$ cat config.mk
export PLATFORM = sky130hd
export DESIGN_NAME = bej_tuple_stream_decoder
export DESIGN_NICKNAME = d
export VERILOG_FILES = /design/src/hdl/bej_pkg.sv /design/src/hdl/bej_ctrl.sv /design/src/hdl/bej_dp.sv /design/src/hdl/bej_tuple_stream_decoder.sv
export SDC_FILE = /design/constraint.sdc
export NUM_CORES = 2
export LEC_CHECK = 0
export BUFFER_PORTS_ARGS = -buffer_cell sky130_fd_sc_hd__clkbuf_2
export CORE_MARGIN = 4
export CORE_UTILIZATION = 44
export CTS_CLUSTER_SIZE = 30
export DETAILED_ROUTE_END_ITERATION = 10
export GPL_TIMING_DRIVEN = 0
export SYNTH_ARGS = -nofsm -noshare
export SYNTH_HDL_FRONTEND = slang
export SYNTH_SLANG_ARGS = --single-unit
$ cat constraint.sdc
create_clock -name clk -period 23.3 [get_ports clk]
set_input_delay 2.33 -clock clk [delete_from_list [all_inputs] [get_ports clk]]
set_output_delay 2.33 -clock clk [all_outputs]
set_load 0.05 [all_outputs]
$ cat src/hdl/bej_pkg.sv
// shared types and constants for the bej tuple stream decoder
package bej_pkg;

    localparam int MAX_NESTING = 32;
    localparam int OFFSET_BITS = 32;
    localparam int NEST_W      = $clog2(MAX_NESTING);
    localparam int LEVEL_W     = 6;

    localparam logic [LEVEL_W-1:0]     NEST_CAP   = LEVEL_W'(MAX_NESTING < 37 ? MAX_NESTING : 37);
    localparam logic [LEVEL_W-1:0]     NEST_FULL  = LEVEL_W'(MAX_NESTING);
    localparam logic [OFFSET_BITS-1:0] OFF_MAX    = '1;
    localparam logic [31:0]            MAGIC_A    = 32'hF0F1F000;
    localparam logic [31:0]            MAGIC_B    = 32'hF1F0F000;
    localparam logic [7:0]             NO_HDR_MAX = 8'd8;
    localparam logic [7:0]             NN_MAX     = 8'd8;
    localparam logic [2:0]             HDR_PROBE  = 3'd4;
    localparam logic [63:0]            HDR_REST   = 64'd3;

    localparam logic [2:0] EV_SET_BEGIN = 3'd0;
    localparam logic [2:0] EV_SET_END   = 3'd1;
    localparam logic [2:0] EV_KEY       = 3'd2;
    localparam logic [2:0] EV_STR_BYTE  = 3'd3;
    localparam logic [2:0] EV_STR_END   = 3'd4;
    localparam logic [2:0] EV_INT       = 3'd5;
    localparam logic [2:0] EV_SKIPPED   = 3'd6;
    localparam logic [2:0] EV_FINISHED  = 3'd7;

    localparam logic [2:0] ST_OK    = 3'd0;
    localparam logic [2:0] ST_TRUNC = 3'd1;
    localparam logic [2:0] ST_PARSE = 3'd2;
    localparam logic [2:0] ST_DEPTH = 3'd3;
    localparam logic [2:0] ST_UNSUP = 3'd4;

    localparam logic [3:0] FMT_SET     = 4'h0;
    localparam logic [3:0] FMT_INTEGER = 4'h3;
    localparam logic [3:0] FMT_STRING  = 4'h5;

    localparam logic CFG_STRICT = 1'b0;
    localparam logic CFG_DEPTH  = 1'b1;

    typedef enum logic [3:0] {
        PH_HDR, PH_HSKIP, PH_SEQ_N, PH_SEQ_B, PH_FMT, PH_LEN_N, PH_LEN_B,
        PH_CNT_N, PH_CNT_B, PH_STR, PH_INT, PH_SKIP, PH_SLACK, PH_DONE
    } phase_t;

    typedef enum logic [4:0] {
        OP_NONE, OP_LATCH, OP_DISPATCH, OP_HDR_DECIDE, OP_REPLAY, OP_CONSUME,
        OP_FIELD_DONE, OP_VALUE_START, OP_VALUE_FMT, OP_BEGIN_SKIP, OP_SET_OPEN,
        OP_INT_EMIT, OP_ADVANCE, OP_CLOSE_TOP, OP_FINISH, OP_LAST_CHECK,
        OP_CLEAR, OP_FLUSH
    } dp_op_t;

    typedef enum logic [4:0] {
        FL_RET, FL_REPLAY, FL_LAST_CHECK, FL_HDR_DECIDE, FL_CONSUME,
        FL_FIELD_DONE, FL_VALUE_START, FL_VALUE_FMT, FL_BEGIN_SKIP, FL_SET_OPEN,
        FL_INT_EMIT, FL_ADVANCE, FL_CLOSE_TOP, FL_FINISH, FL_CLEAR, FL_FLUSH,
        FL_IDLE
    } follow_t;

    typedef struct packed {
        dp_op_t op;
    } dp_cmd_t;

    typedef struct packed {
        follow_t follow;
        logic    stall;
        logic    replay;
    } dp_stat_t;

endpackage

$ cat src/hdl/bej_ctrl.sv
// sequencing state machine for the bej decoder
module bej_ctrl (
    input  logic              clk,
    input  logic              rst_n,
    input  logic              in_valid,
    output logic              in_ready,
    output bej_pkg::dp_cmd_t  cmd,
    input  bej_pkg::dp_stat_t stat
);
    import bej_pkg::*;

    typedef enum logic [4:0] {
        S_IDLE, S_DISPATCH, S_HDR_DECIDE, S_REPLAY, S_CONSUME, S_FIELD_DONE,
        S_VALUE_START, S_VALUE_FMT, S_BEGIN_SKIP, S_SET_OPEN, S_INT_EMIT,
        S_ADVANCE, S_CLOSE_TOP, S_FINISH, S_LAST_CHECK, S_CLEAR, S_FLUSH
    } state_t;

    state_t state_reg, state_next;

    assign in_ready = (state_reg == S_IDLE) && !stat.stall;

    always_comb
    begin
        cmd.op = OP_NONE;
        unique case (state_reg)
            S_IDLE:        cmd.op = (in_valid && in_ready) ? OP_LATCH : OP_NONE;
            S_DISPATCH:    cmd.op = OP_DISPATCH;
            S_HDR_DECIDE:  cmd.op = OP_HDR_DECIDE;
            S_REPLAY:      cmd.op = OP_REPLAY;
            S_CONSUME:     cmd.op = OP_CONSUME;
            S_FIELD_DONE:  cmd.op = OP_FIELD_DONE;
            S_VALUE_START: cmd.op = OP_VALUE_START;
            S_VALUE_FMT:   cmd.op = OP_VALUE_FMT;
            S_BEGIN_SKIP:  cmd.op = OP_BEGIN_SKIP;
            S_SET_OPEN:    cmd.op = OP_SET_OPEN;
            S_INT_EMIT:    cmd.op = OP_INT_EMIT;
            S_ADVANCE:     cmd.op = OP_ADVANCE;
            S_CLOSE_TOP:   cmd.op = OP_CLOSE_TOP;
            S_FINISH:      cmd.op = OP_FINISH;
            S_LAST_CHECK:  cmd.op = OP_LAST_CHECK;
            S_CLEAR:       cmd.op = OP_CLEAR;
            S_FLUSH:       cmd.op = OP_FLUSH;
            default:       cmd.op = OP_NONE;
        endcase
    end

    always_comb
    begin
        state_next = state_reg;
        if (state_reg == S_IDLE)
        begin
            if (in_valid && in_ready)
                state_next = S_DISPATCH;
        end
        else if (!stat.stall)
        begin
            unique case (stat.follow)
                FL_RET:         state_next = stat.replay ? S_REPLAY : S_LAST_CHECK;
                FL_REPLAY:      state_next = S_REPLAY;
                FL_LAST_CHECK:  state_next = S_LAST_CHECK;
                FL_HDR_DECIDE:  state_next = S_HDR_DECIDE;
                FL_CONSUME:     state_next = S_CONSUME;
                FL_FIELD_DONE:  state_next = S_FIELD_DONE;
                FL_VALUE_START: state_next = S_VALUE_START;
                FL_VALUE_FMT:   state_next = S_VALUE_FMT;
                FL_BEGIN_SKIP:  state_next = S_BEGIN_SKIP;
                FL_SET_OPEN:    state_next = S_SET_OPEN;
                FL_INT_EMIT:    state_next = S_INT_EMIT;
                FL_ADVANCE:     state_next = S_ADVANCE;
                FL_CLOSE_TOP:   state_next = S_CLOSE_TOP;
                FL_FINISH:      state_next = S_FINISH;
                FL_CLEAR:       state_next = S_CLEAR;
                FL_FLUSH:       state_next = S_FLUSH;
                FL_IDLE:        state_next = S_IDLE;
                default:        state_next = S_IDLE;
            endcase
        end
    end

    always_ff @(posedge clk or negedge rst_n)
    begin
        if (!rst_n)
            state_reg <= S_IDLE;
        else
            state_reg <= state_next;
    end

endmodule

$ cat src/hdl/bej_dp.sv
// datapath: stream state, set stack, event hold and output registers
module bej_dp (
    input  logic                        clk,
    input  logic                        rst_n,
    input  bej_pkg::dp_cmd_t            cmd,
    output bej_pkg::dp_stat_t           stat,
    input  logic                        cfg_wen,
    input  logic                        cfg_index,
    input  logic [5:0]                  cfg_data,
    input  logic [7:0]                  data_byte,
    input  logic                        last_byte,
    output logic                        out_valid,
    input  logic                        out_ready,
    output logic [2:0]                  event_kind,
    output logic signed [63:0]          event_value,
    output logic                        has_byte,
    output logic [bej_pkg::LEVEL_W-1:0] nesting_level,
    output logic [2:0]                  error_code,
    output logic                        last_of_run
);
    import bej_pkg::*;

    logic [7:0]             byte_reg, byte_next;
    logic                   last_reg, last_next;
    phase_t                 phase_reg, phase_next;
    logic [LEVEL_W-1:0]     level_reg, level_next;
    logic [OFFSET_BITS-1:0] offset_reg, offset_next;
    logic [63:0]            accum_reg, accum_next;
    logic [63:0]            left_reg, left_next;
    logic [31:0]            win_reg, win_next;
    logic [3:0]             nn_left_reg, nn_left_next;
    logic [2:0]             nn_idx_reg, nn_idx_next;
    logic [32:0]            seq_reg, seq_next;
    logic [OFFSET_BITS-1:0] pend_reg, pend_next;
    logic [3:0]             int_len_reg, int_len_next;
    logic [3:0]             int_idx_reg, int_idx_next;
    logic [3:0]             fmt_reg, fmt_next;
    logic [2:0]             fin_reg, fin_next;
    logic                   rmode_reg, rmode_next;
    logic [2:0]             ridx_reg, ridx_next;
    logic [2:0]             rn_reg, rn_next;
    logic                   strict_reg;
    logic [5:0]             dlim_reg;

    logic [63:0]            stk_rem [MAX_NESTING];
    logic [OFFSET_BITS-1:0] stk_end [MAX_NESTING];

    logic                   hold_v_reg, hold_v_next;
    logic [2:0]             hold_kind_reg, hold_kind_next;
    logic [63:0]            hold_val_reg, hold_val_next;
    logic                   hold_has_reg, hold_has_next;
    logic [LEVEL_W-1:0]     hold_lvl_reg, hold_lvl_next;
    logic [2:0]             hold_err_reg, hold_err_next;

    logic                   out_v_reg, out_v_next;
    logic [2:0]             out_kind_reg, out_kind_next;
    logic [63:0]            out_val_reg, out_val_next;
    logic                   out_has_reg, out_has_next;
    logic [LEVEL_W-1:0]     out_lvl_reg, out_lvl_next;
    logic [2:0]             out_err_reg, out_err_next;
    logic                   out_last_reg, out_last_next;

    logic                   stall;
    follow_t                follow;
    logic                   em;
    logic [2:0]             em_kind;
    logic [63:0]            em_val;
    logic                   em_has;
    logic [LEVEL_W-1:0]     em_lvl;
    logic [2:0]             em_err;
    logic                   flush;
    logic                   rem_we, end_we;
    logic [NEST_W-1:0]      rem_idx;
    logic [63:0]            rem_d;

    assign stall = hold_v_reg && out_v_reg && !out_ready;

    assign stat.follow = follow;
    assign stat.stall  = stall;
    assign stat.replay = rmode_reg;

    always_comb
    begin
        logic [7:0]             b;
        logic [31:0]            be;
        logic                   is_hdr;
        logic [NEST_W-1:0]      top;
        logic [63:0]            r;
        logic [LEVEL_W-1:0]     nl;
        logic [OFFSET_BITS-1:0] e;
        logic [64:0]            sum;
        logic [LEVEL_W-1:0]     lim;
        logic [5:0]             sh;
        logic signed [63:0]     sv;

        byte_next    = byte_reg;
        last_next    = last_reg;
        phase_next   = phase_reg;
        level_next   = level_reg;
        offset_next  = offset_reg;
        accum_next   = accum_reg;
        left_next    = left_reg;
        win_next     = win_reg;
        nn_left_next = nn_left_reg;
        nn_idx_next  = nn_idx_reg;
        seq_next     = seq_reg;
        pend_next    = pend_reg;
        int_len_next = int_len_reg;
        int_idx_next = int_idx_reg;
        fmt_next     = fmt_reg;
        fin_next     = fin_reg;
        rmode_next   = rmode_reg;
        ridx_next    = ridx_reg;
        rn_next      = rn_reg;
        follow       = FL_RET;
        em           = 1'b0;
        em_kind      = EV_FINISHED;
        em_val       = '0;
        em_has       = 1'b0;
        em_lvl       = level_reg;
        em_err       = ST_OK;
        flush        = 1'b0;
        rem_we       = 1'b0;
        end_we       = 1'b0;
        rem_idx      = level_reg[NEST_W-1:0];
        rem_d        = accum_reg;

        b      = rmode_reg ? win_reg[{ridx_reg[1:0], 3'b000} +: 8] : byte_reg;
        be     = {win_reg[7:0], win_reg[15:8], win_reg[23:16], win_reg[31:24]};
        is_hdr = (win_reg == MAGIC_A) || (win_reg == MAGIC_B) || (be == MAGIC_A) ||
                 (be == MAGIC_B) || (win_reg[7:0] > NO_HDR_MAX);
        top    = NEST_W'(level_reg - 1'b1);
        r      = stk_rem[top] - 64'd1;
        nl     = level_reg - 1'b1;
        e      = stk_end[top];
        sum    = {1'b0, accum_reg} + {{(65-OFFSET_BITS){1'b0}}, offset_reg};
        lim    = (dlim_reg > NEST_CAP) ? NEST_CAP : dlim_reg;
        sh     = 6'd0 - {int_len_reg[2:0], 3'b000};
        sv     = $signed(accum_reg << sh);

        if (!stall)
        begin
            unique case (cmd.op)
                OP_NONE: ;
                OP_LATCH:
                begin
                    byte_next = data_byte;
                    last_next = last_byte;
                end
                OP_DISPATCH:
                begin
                    if (phase_reg == PH_HDR)
                    begin
                        win_next    = win_reg | (32'(byte_reg) << {offset_reg[1:0], 3'b000});
                        offset_next = offset_reg + 1'b1;
                        follow      = FL_HDR_DECIDE;
                    end
                    else if (phase_reg != PH_DONE)
                        follow = FL_CONSUME;
                end
                OP_HDR_DECIDE:
                begin
                    if (offset_reg[2] && is_hdr)
                    begin
                        offset_next = OFFSET_BITS'(HDR_PROBE);
                        left_next   = HDR_REST;
                        phase_next  = PH_HSKIP;
                    end
                    else if (offset_reg[2] || last_reg)
                    begin
                        // no header: run the buffered bytes through the tuple parser
                        offset_next = '0;
                        phase_next  = PH_SEQ_N;
                        ridx_next   = '0;
                        rn_next     = offset_reg[2:0];
                        rmode_next  = 1'b1;
                        follow      = FL_REPLAY;
                    end
                end
                OP_REPLAY:
                begin
                    if (ridx_reg < rn_reg && phase_reg != PH_DONE)
                        follow = FL_CONSUME;
                    else
                    begin
                        rmode_next = 1'b0;
                        follow     = FL_LAST_CHECK;
                    end
                end
                OP_CONSUME:
                begin
                    if (rmode_reg)
                        ridx_next = ridx_reg + 1'b1;
                    if (offset_reg != OFF_MAX)
                        offset_next = offset_reg + 1'b1;
                    case (phase_reg)
                        PH_HSKIP:
                        begin
                            left_next = left_reg - 64'd1;
                            if (left_reg == 64'd1)
                                phase_next = PH_SEQ_N;
                        end
                        PH_SEQ_N, PH_LEN_N, PH_CNT_N:
                        begin
                            accum_next = '0;
                            phase_next = (phase_reg == PH_SEQ_N) ? PH_SEQ_B :
                                         (phase_reg == PH_LEN_N) ? PH_LEN_B : PH_CNT_B;
                            if (b == 8'd0)
                                follow = FL_FIELD_DONE;
                            else if (b > NN_MAX)
                            begin
                                phase_next = phase_reg;
                                fin_next   = ST_PARSE;
                                follow     = FL_FINISH;
                            end
                            else
                            begin
                                nn_left_next = b[3:0];
                                nn_idx_next  = '0;
                            end
                        end
                        PH_SEQ_B, PH_LEN_B, PH_CNT_B:
                        begin
                            accum_next   = accum_reg | (64'(b) << {nn_idx_reg, 3'b000});
                            nn_idx_next  = nn_idx_reg + 1'b1;
                            nn_left_next = nn_left_reg - 1'b1;
                            if (nn_left_reg == 4'd1)
                                follow = FL_FIELD_DONE;
                        end
                        PH_FMT:
                        begin
                            fmt_next   = b[7:4];
                            phase_next = PH_LEN_N;
                        end
                        PH_STR:
                        begin
                            left_next = left_reg - 64'd1;
                            em        = 1'b1;
                            em_val    = 64'(b);
                            if (left_reg != 64'd1)
                                em_kind = EV_STR_BYTE;
                            else
                            begin
                                em_kind = EV_STR_END;
                                em_has  = (b != 8'd0);
                                follow  = FL_ADVANCE;
                            end
                        end
                        PH_INT:
                        begin
                            if (!int_idx_reg[3])
                            begin
                                accum_next   = accum_reg | (64'(b) << {int_idx_reg[2:0], 3'b000});
                                int_idx_next = int_idx_reg + 1'b1;
                            end
                            left_next = left_reg - 64'd1;
                            if (left_reg == 64'd1)
                                follow = FL_INT_EMIT;
                        end
                        PH_SKIP, PH_SLACK:
                        begin
                            left_next = left_reg - 64'd1;
                            if (left_reg == 64'd1)
                                follow = FL_ADVANCE;
                        end
                        default: ;
                    endcase
                end
                OP_FIELD_DONE:
                begin
                    case (phase_reg)
                        PH_SEQ_B:
                        begin
                            seq_next   = accum_reg[32:0];
                            phase_next = PH_FMT;
                        end
                        PH_LEN_B: follow = FL_VALUE_START;
                        PH_CNT_B: follow = FL_SET_OPEN;
                        default: ;
                    endcase
                end
                OP_VALUE_START:
                begin
                    if (seq_reg[0])
                    begin
                        // annotation tuple: skipped whole
                        em      = 1'b1;
                        em_kind = EV_SKIPPED;
                        em_val  = accum_reg;
                        follow  = FL_BEGIN_SKIP;
                    end
                    else
                    begin
                        em      = (level_reg != '0);
                        em_kind = EV_KEY;
                        em_val  = {32'd0, seq_reg[32:1]};
                        follow  = FL_VALUE_FMT;
                    end
                end
                OP_VALUE_FMT:
                begin
                    case (fmt_reg)
                        FMT_SET:
                        begin
                            pend_next  = (sum > 65'(OFF_MAX)) ? OFF_MAX : sum[OFFSET_BITS-1:0];
                            phase_next = PH_CNT_N;
                        end
                        FMT_STRING:
                        begin
                            if (accum_reg == '0)
                            begin
                                em      = 1'b1;
                                em_kind = EV_STR_END;
                                follow  = FL_ADVANCE;
                            end
                            else
                            begin
                                left_next  = accum_reg;
                                phase_next = PH_STR;
                            end
                        end
                        FMT_INTEGER:
                        begin
                            if (strict_reg && accum_reg > 64'd8)
                            begin
                                fin_next = ST_UNSUP;
                                follow   = FL_FINISH;
                            end
                            else if (accum_reg == '0)
                            begin
                                em      = 1'b1;
                                em_kind = EV_INT;
                                follow  = FL_ADVANCE;
                            end
                            else
                            begin
                                int_len_next = (accum_reg >= 64'd8) ? 4'd8 : accum_reg[3:0];
                                int_idx_next = '0;
                                left_next    = accum_reg;
                                accum_next   = '0;
                                phase_next   = PH_INT;
                            end
                        end
                        default:
                        begin
                            if (strict_reg)
                            begin
                                fin_next = ST_UNSUP;
                                follow   = FL_FINISH;
                            end
                            else
                            begin
                                em      = 1'b1;
                                em_kind = EV_SKIPPED;
                                em_val  = accum_reg;
                                follow  = FL_BEGIN_SKIP;
                            end
                        end
                    endcase
                end
                OP_BEGIN_SKIP:
                begin
                    if (accum_reg == '0)
                        follow = FL_ADVANCE;
                    else
                    begin
                        left_next  = accum_reg;
                        phase_next = PH_SKIP;
                    end
                end
                OP_SET_OPEN:
                begin
                    em      = 1'b1;
                    em_kind = EV_SET_BEGIN;
                    em_val  = accum_reg;
                    if ({1'b0, level_reg} + 7'd1 > {1'b0, lim} || level_reg >= NEST_FULL)
                    begin
                        fin_next = ST_DEPTH;
                        follow   = FL_FINISH;
                    end
                    else
                    begin
                        rem_we     = 1'b1;
                        end_we     = 1'b1;
                        level_next = level_reg + 1'b1;
                        if (accum_reg == '0)
                            follow = FL_CLOSE_TOP;
                        else
                            phase_next = PH_SEQ_N;
                    end
                end
                OP_INT_EMIT:
                begin
                    em      = 1'b1;
                    em_kind = EV_INT;
                    em_val  = int_len_reg[3] ? accum_reg : 64'(sv >>> sh);
                    follow  = FL_ADVANCE;
                end
                OP_ADVANCE:
                begin
                    if (level_reg == '0)
                    begin
                        fin_next = ST_OK;
                        follow   = FL_FINISH;
                    end
                    else
                    begin
                        rem_we  = 1'b1;
                        rem_idx = top;
                        rem_d   = r;
                        if (r != '0)
                            phase_next = PH_SEQ_N;
                        else
                            follow = FL_CLOSE_TOP;
                    end
                end
                OP_CLOSE_TOP:
                begin
                    level_next = nl;
                    em         = 1'b1;
                    em_kind    = EV_SET_END;
                    em_lvl     = nl;
                    if (offset_reg > e)
                    begin
                        fin_next = ST_PARSE;
                        follow   = FL_FINISH;
                    end
                    else if (offset_reg < e)
                    begin
                        left_next  = 64'(e - offset_reg);
                        phase_next = PH_SLACK;
                    end
                    else
                        follow = FL_ADVANCE;
                end
                OP_FINISH:
                begin
                    em         = 1'b1;
                    em_kind    = EV_FINISHED;
                    em_val     = 64'(offset_reg);
                    em_err     = fin_reg;
                    phase_next = PH_DONE;
                end
                OP_LAST_CHECK:
                begin
                    if (!last_reg)
                        follow = FL_FLUSH;
                    else if (phase_reg == PH_SLACK && !strict_reg)
                        follow = FL_ADVANCE;
                    else if (phase_reg != PH_DONE)
                    begin
                        fin_next = ST_TRUNC;
                        follow   = FL_FINISH;
                    end
                    else
                        follow = FL_CLEAR;
                end
                OP_CLEAR:
                begin
                    level_next   = '0;
                    offset_next  = '0;
                    phase_next   = PH_HDR;
                    accum_next   = '0;
                    left_next    = '0;
                    win_next     = '0;
                    nn_left_next = '0;
                    nn_idx_next  = '0;
                    seq_next     = '0;
                    pend_next    = '0;
                    int_len_next = '0;
                    int_idx_next = '0;
                    fmt_next     = '0;
                    follow       = FL_FLUSH;
                end
                OP_FLUSH:
                begin
                    flush  = 1'b1;
                    follow = FL_IDLE;
                end
                default: ;
            endcase
        end
    end

    // event hold stage: the newest event waits here until we know if it ends the run
    always_comb
    begin
        hold_v_next    = hold_v_reg;
        hold_kind_next = hold_kind_reg;
        hold_val_next  = hold_val_reg;
        hold_has_next  = hold_has_reg;
        hold_lvl_next  = hold_lvl_reg;
        hold_err_next  = hold_err_reg;
        out_v_next     = out_v_reg && !out_ready;
        out_kind_next  = out_kind_reg;
        out_val_next   = out_val_reg;
        out_has_next   = out_has_reg;
        out_lvl_next   = out_lvl_reg;
        out_err_next   = out_err_reg;
        out_last_next  = out_last_reg;
        if (!stall && hold_v_reg && (em || flush))
        begin
            out_v_next    = 1'b1;
            out_kind_next = hold_kind_reg;
            out_val_next  = hold_val_reg;
            out_has_next  = hold_has_reg;
            out_lvl_next  = hold_lvl_reg;
            out_err_next  = hold_err_reg;
            out_last_next = flush;
        end
        if (!stall && em)
        begin
            hold_v_next    = 1'b1;
            hold_kind_next = em_kind;
            hold_val_next  = em_val;
            hold_has_next  = em_has;
            hold_lvl_next  = em_lvl;
            hold_err_next  = em_err;
        end
        else if (!stall && flush)
            hold_v_next = 1'b0;
    end

    always_ff @(posedge clk or negedge rst_n)
    begin
        if (!rst_n)
        begin
            byte_reg    <= '0;
            last_reg    <= 1'b0;
            phase_reg   <= PH_HDR;
            level_reg   <= '0;
            offset_reg  <= '0;
            accum_reg   <= '0;
            left_reg    <= '0;
            win_reg     <= '0;
            nn_left_reg <= '0;
            nn_idx_reg  <= '0;
            seq_reg     <= '0;
            pend_reg    <= '0;
            int_len_reg <= '0;
            int_idx_reg <= '0;
            fmt_reg     <= '0;
            fin_reg     <= ST_OK;
            rmode_reg   <= 1'b0;
            ridx_reg    <= '0;
            rn_reg      <= '0;
            strict_reg  <= 1'b1;
            dlim_reg    <= 6'd32;
            hold_v_reg  <= 1'b0;
            out_v_reg   <= 1'b0;
        end
        else
        begin
            byte_reg    <= byte_next;
            last_reg    <= last_next;
            phase_reg   <= phase_next;
            level_reg   <= level_next;
            offset_reg  <= offset_next;
            accum_reg   <= accum_next;
            left_reg    <= left_next;
            win_reg     <= win_next;
            nn_left_reg <= nn_left_next;
            nn_idx_reg  <= nn_idx_next;
            seq_reg     <= seq_next;
            pend_reg    <= pend_next;
            int_len_reg <= int_len_next;
            int_idx_reg <= int_idx_next;
            fmt_reg     <= fmt_next;
            fin_reg     <= fin_next;
            rmode_reg   <= rmode_next;
            ridx_reg    <= ridx_next;
            rn_reg      <= rn_next;
            hold_v_reg  <= hold_v_next;
            out_v_reg   <= out_v_next;
            if (cfg_wen)
            begin
                unique case (cfg_index)
                    CFG_STRICT: strict_reg <= cfg_data[0];
                    CFG_DEPTH:  dlim_reg   <= cfg_data;
                    default: ;
                endcase
            end
        end
    end

    always_ff @(posedge clk)
    begin
        hold_kind_reg <= hold_kind_next;
        hold_val_reg  <= hold_val_next;
        hold_has_reg  <= hold_has_next;
        hold_lvl_reg  <= hold_lvl_next;
        hold_err_reg  <= hold_err_next;
        out_kind_reg  <= out_kind_next;
        out_val_reg   <= out_val_next;
        out_has_reg   <= out_has_next;
        out_lvl_reg   <= out_lvl_next;
        out_err_reg   <= out_err_next;
        out_last_reg  <= out_last_next;
        if (rem_we)
            stk_rem[rem_idx] <= rem_d;
        if (end_we)
            stk_end[level_reg[NEST_W-1:0]] <= pend_reg;
    end

    assign out_valid     = out_v_reg;
    assign event_kind    = out_kind_reg;
    assign event_value   = $signed(out_val_reg);
    assign has_byte      = out_has_reg;
    assign nesting_level = out_lvl_reg;
    assign error_code    = out_err_reg;
    assign last_of_run   = out_last_reg;

`ifndef ASSERT_OFF
    a_level_bound: assert property (@(posedge clk) disable iff (!rst_n)
        level_reg <= NEST_FULL)
        else $error("set level beyond stack size");

    a_err_only_finished: assert property (@(posedge clk) disable iff (!rst_n)
        hold_v_reg && hold_err_reg != ST_OK |-> hold_kind_reg == EV_FINISHED)
        else $error("error code on a non-finished event");

    a_hdr_offset: assert property (@(posedge clk) disable iff (!rst_n)
        phase_reg == PH_HDR |-> offset_reg <= OFFSET_BITS'(HDR_PROBE))
        else $error("header probe offset out of range");

    a_replay_idx: assert property (@(posedge clk) disable iff (!rst_n)
        rmode_reg |-> ridx_reg <= rn_reg && rn_reg <= HDR_PROBE)
        else $error("replay index past buffered bytes");

    a_stall_holds: assert property (@(posedge clk) disable iff (!rst_n)
        stall |=> hold_v_reg)
        else $error("held event lost during stall");
`endif

endmodule

$ cat src/hdl/bej_tuple_stream_decoder.sv
// top level of the bej tuple stream decoder
// throughput: one byte at a time; ready returns only after a byte's transaction has run its steps
// (dispatch, consume or header decide, end check, flush); field done, value start, value format,
// set open and integer emit add a step each, a set close cascade adds steps per level, replayed
// probe bytes add their own steps, and stream end adds a finish and a clear step
// output: an event leaves the hold stage with the next event or the byte's flush;
// full hold and output with out_ready low stall it
// reset clears all stream state, strict_mode to 1, depth_limit 32
module bej_tuple_stream_decoder (
    input  logic                        clk,
    input  logic                        rst_n,
    input  logic                        in_valid,
    output logic                        in_ready,
    input  logic [7:0]                  data_byte,
    input  logic                        last_byte,
    output logic                        out_valid,
    input  logic                        out_ready,
    output logic [2:0]                  event_kind,
    output logic signed [63:0]          event_value,
    output logic                        has_byte,
    output logic [bej_pkg::LEVEL_W-1:0] nesting_level,
    output logic [2:0]                  error_code,
    output logic                        last_of_run,
    input  logic                        cfg_wen,
    input  logic                        cfg_index,
    input  logic [5:0]                  cfg_data
);
    import bej_pkg::*;

    dp_cmd_t  cmd;
    dp_stat_t stat;

    bej_ctrl u_ctrl (
        .clk      (clk),
        .rst_n    (rst_n),
        .in_valid (in_valid),
        .in_ready (in_ready),
        .cmd      (cmd),
        .stat     (stat)
    );

    bej_dp u_dp (
        .clk           (clk),
        .rst_n         (rst_n),
        .cmd           (cmd),
        .stat          (stat),
        .cfg_wen       (cfg_wen),
        .cfg_index     (cfg_index),
        .cfg_data      (cfg_data),
        .data_byte     (data_byte),
        .last_byte     (last_byte),
        .out_valid     (out_valid),
        .out_ready     (out_ready),
        .event_kind    (event_kind),
        .event_value   (event_value),
        .has_byte      (has_byte),
        .nesting_level (nesting_level),
        .error_code    (error_code),
        .last_of_run   (last_of_run)
    );

endmodule

==> impl_metrics.tcl <==
set metrics [dict create \
    cts_tree "yes" \
    largest_reg_flops 2048 \
    dp.cells 13400 \
    synth_edf_count 3227 \
    async_flop_share_pct 9.00 \
    hp-start "u_dp.hold_val_reg[55]" \
    worst_setup_path_end_kind "flip-flop" \
    place_area_um2 159000 \
    ff2ff_path_depth 46 \
    setup_violations 0 \
    cpPeakStageDelay_ns 1.03 \
    dr_total_vias 90300 \
    first_pass_iters 8 \
    hold_buffers 0 \
    synth.avg_cell_area_um2 17.0 \
    max_cap_violations 1 \
    skew_ns 0.0659 \
    vias_per_cell 6.42 \
    r2r-start "u_dp.level_reg[0]" \
    synthTopCellsByCount "3227 x edfxtp_1, 843 x mux4_2, 776 x nor2_1" \
    dpl.hpwl_um 338000 \
    path_clk_slew_ns 0.06 \
    seq_area_frac_synth_pct 71.2 \
    fillers 26900 \
    drcViolationCount 0 \
    die_height_um 587 \
    tightest_slew_ns 1.51 \
    grt_first_pass_wirelength_um 687000 \
    slew_violations 11 \
    syn_nets 8760 \
    fin_tns_setup_ns 0 \
    h-tree-depth 5 \
    core_um2 333000 \
    io_buffers 100 \
    cts_root_buf "clkbuf_16" \
    total_power_mw 25.0 \
    synth_flop_cell "edfxtp_1" \
    initial_core_util_pct 44.2 \
    pin_count 101 \
    fin_cells 14100 \
    post_cts_buffers 0 \
    die_w_um 587 \
    arrival_ns 19.81 \
    synth.most_common_cell "edfxtp_1" \
    clk_latency_ns 0.96 \
    r2r_slack_ns 4.24 \
    yosys_warnings 0 \
    drt-initial-drc-count 14100 \
    slowest_stage "buf_1" \
    yosysTopAreaCell "edfxtp_1" \
    worst_hold_path_type "reg -> reg" \
    hold_viol_final 0 \
    synth_top_area_share_pct 65.8 \
    grt_use_total_pct 28.1 \
    place_congestion 0.955 \
    ir_worst_vdd_mv 0.0768 \
    worstSetupStartpointType "flip-flop" \
    die_area_um2 344000 \
    synthTopCellsByArea "edfxtp_1 66%, mux4_2 13%, dfrtp_1 5.4%" \
    holdPathEnd "u_dp.event_value[55]" \
    clock_sinks 3546 \
    crit_start "u_dp.level_reg[0]" \
    min_period_ns 19.06 \
    syn_area_um2 147000 \
    relSlewSlack_pct -0.994 \
    nNetsFinal 9465 \
    power_density_nw_per_um2 146 \
    clk_path_buf_depth 4 \
    rsz0062_at_grt "false" \
    cts_made_buffers 377 \
    grt_overflow 0 \
    utilization_pct 51.3 \
    syn_to_final_growth_pct 16.1 \
    final_area_um2 171000 \
    finalCritPeriodShare_pct 81.8 \
    fin_ws_ns 4.24 \
    required_ns 24.05 \
    timing.hold.ws_ns 0.399 \
    regMostFlops "u_dp.stk_rem" \
    layout-drive-gt1-share_pct 21.5 \
    leakage_nw 56.7 \
    wirelength_um 495000 \
    antenna_found_initial 21 \
    cts-resized-gates 0 \
    wl_per_cell_um 35.2 \
    grt_pass1_vias 87700 \
    grt_max_degree 88 \
    ant_nets 0 \
    clock.fmax_ghz 0.0525 \
    path_max_fanout 10 \
    syn_inst 8648 \
    rows 212 \
    place_ws_ns 4.34 \
    hold_depth 0 \
    outcome "finished with violations" \
    synth_cell_types 103 \
    worstReg2RegEnd "u_dp.left_reg[6]" \
    synth_seq_cells 3546 \
    path_class "reg -> reg" \
    failed_checks "max-capacitance violations, max-slew violations" \
]
==> cell families (layout without fill, tap and decap cells) <==
family | Yosys count | in the layout | synth area share (%)
adder cells (fa/ha/maj) | 91 | 91 | 0.783
multiplexers | 916 | 916 | 13.6
other | 0 | 5 | 0
XOR/XNOR | 194 | 194 | 1.16
AO/OA/AOI/OAI | 1185 | 1185 | 5.02
flip-flops | 3546 | 3546 | 71.2
AND/OR/NAND/NOR | 2119 | 2119 | 6.46
buffers and inverters | 597 | 1617 | 1.82
==> report_power, final <==
part | switching, mW | internal, mW
Clock | 2.54 | 3.49
Combinational | 6.93 | 3.48
Sequential | 0.574 | 8.00
Total | 10.0 | 15.0
==> cell type report <==
type | count | area (µm²) | share of cell area (%)
diodes | 5 | 12.5 | 0.00731
plain buffers | 509 | 2360 | 1.38
clock buffers | 466 | 9910 | 5.79
clock inverters | 228 | 2380 | 1.39
inverters | 88 | 333 | 0.195
multi-input cells | 4505 | 40500 | 23.7
flip-flops and latches | 3546 | 105000 | 61.3
well taps | 4387 | 5490 | 3.21
repair buffers | 326 | 5170 | 3.02
==> worst max-delay path by stage <==
stage / depth (start not counted) / to / slack, ns
after CTS: 46 / u_dp.left_reg[6] / 4.24
after global placement: 28 / u_dp.stk_rem[4][14] / 1.63
after detailed placement: 46 / u_dp.left_reg[35] / 4.34
after floorplan: 45 / u_ctrl.state_reg[0] / 12.15
final: 46 / u_dp.left_reg[6] / 4.24
after global routing: 46 / u_dp.left_reg[41] / 3.45
==> placed cells by master (no fill, tap or decap), types with 69 or more instances in the layout <==
cell type / instances
clkinv_2: 73
a21oi_1: 312
inv_1: 85
o22ai_1: 117
clkbuf_2: 102
edfxtp_1: 3227
buf_2: 72
buf_12: 145
o21ai_0: 295
xnor2_1: 126
nor3_1: 87
nand4_1: 69
mux4_2: 843
clkbuf_1: 390
ha_1: 89
nor4_1: 79
nand3_1: 157
clkbuf_16: 382
nand2_1: 681
nor2_1: 710
dfrtp_1: 316
==> per-layer routing <==
metal	up-vias	wire, µm	global-route usage [%]
met5	-	25	0
met4	4	22700	11.0
met3	1015	53000	5.34
met2	5933	228000	43.6
met1	47400	192000	39.6
li1	35900	-	-
==> critical path: cells and delay by family, from the launching register on <==
kind / cells / cell delay (ns)
buffers and inverters: 27 / 12.65
AOI/OAI and AO/OA: 9 / 2.01
and+or+nand+nor: 6 / 1.38
adders and majority gates: 2 / 1.10
muxes: 2 / 1.00
DFF: 1 / 0.61
No activity file was read; power rests on OpenSTA's default activity.
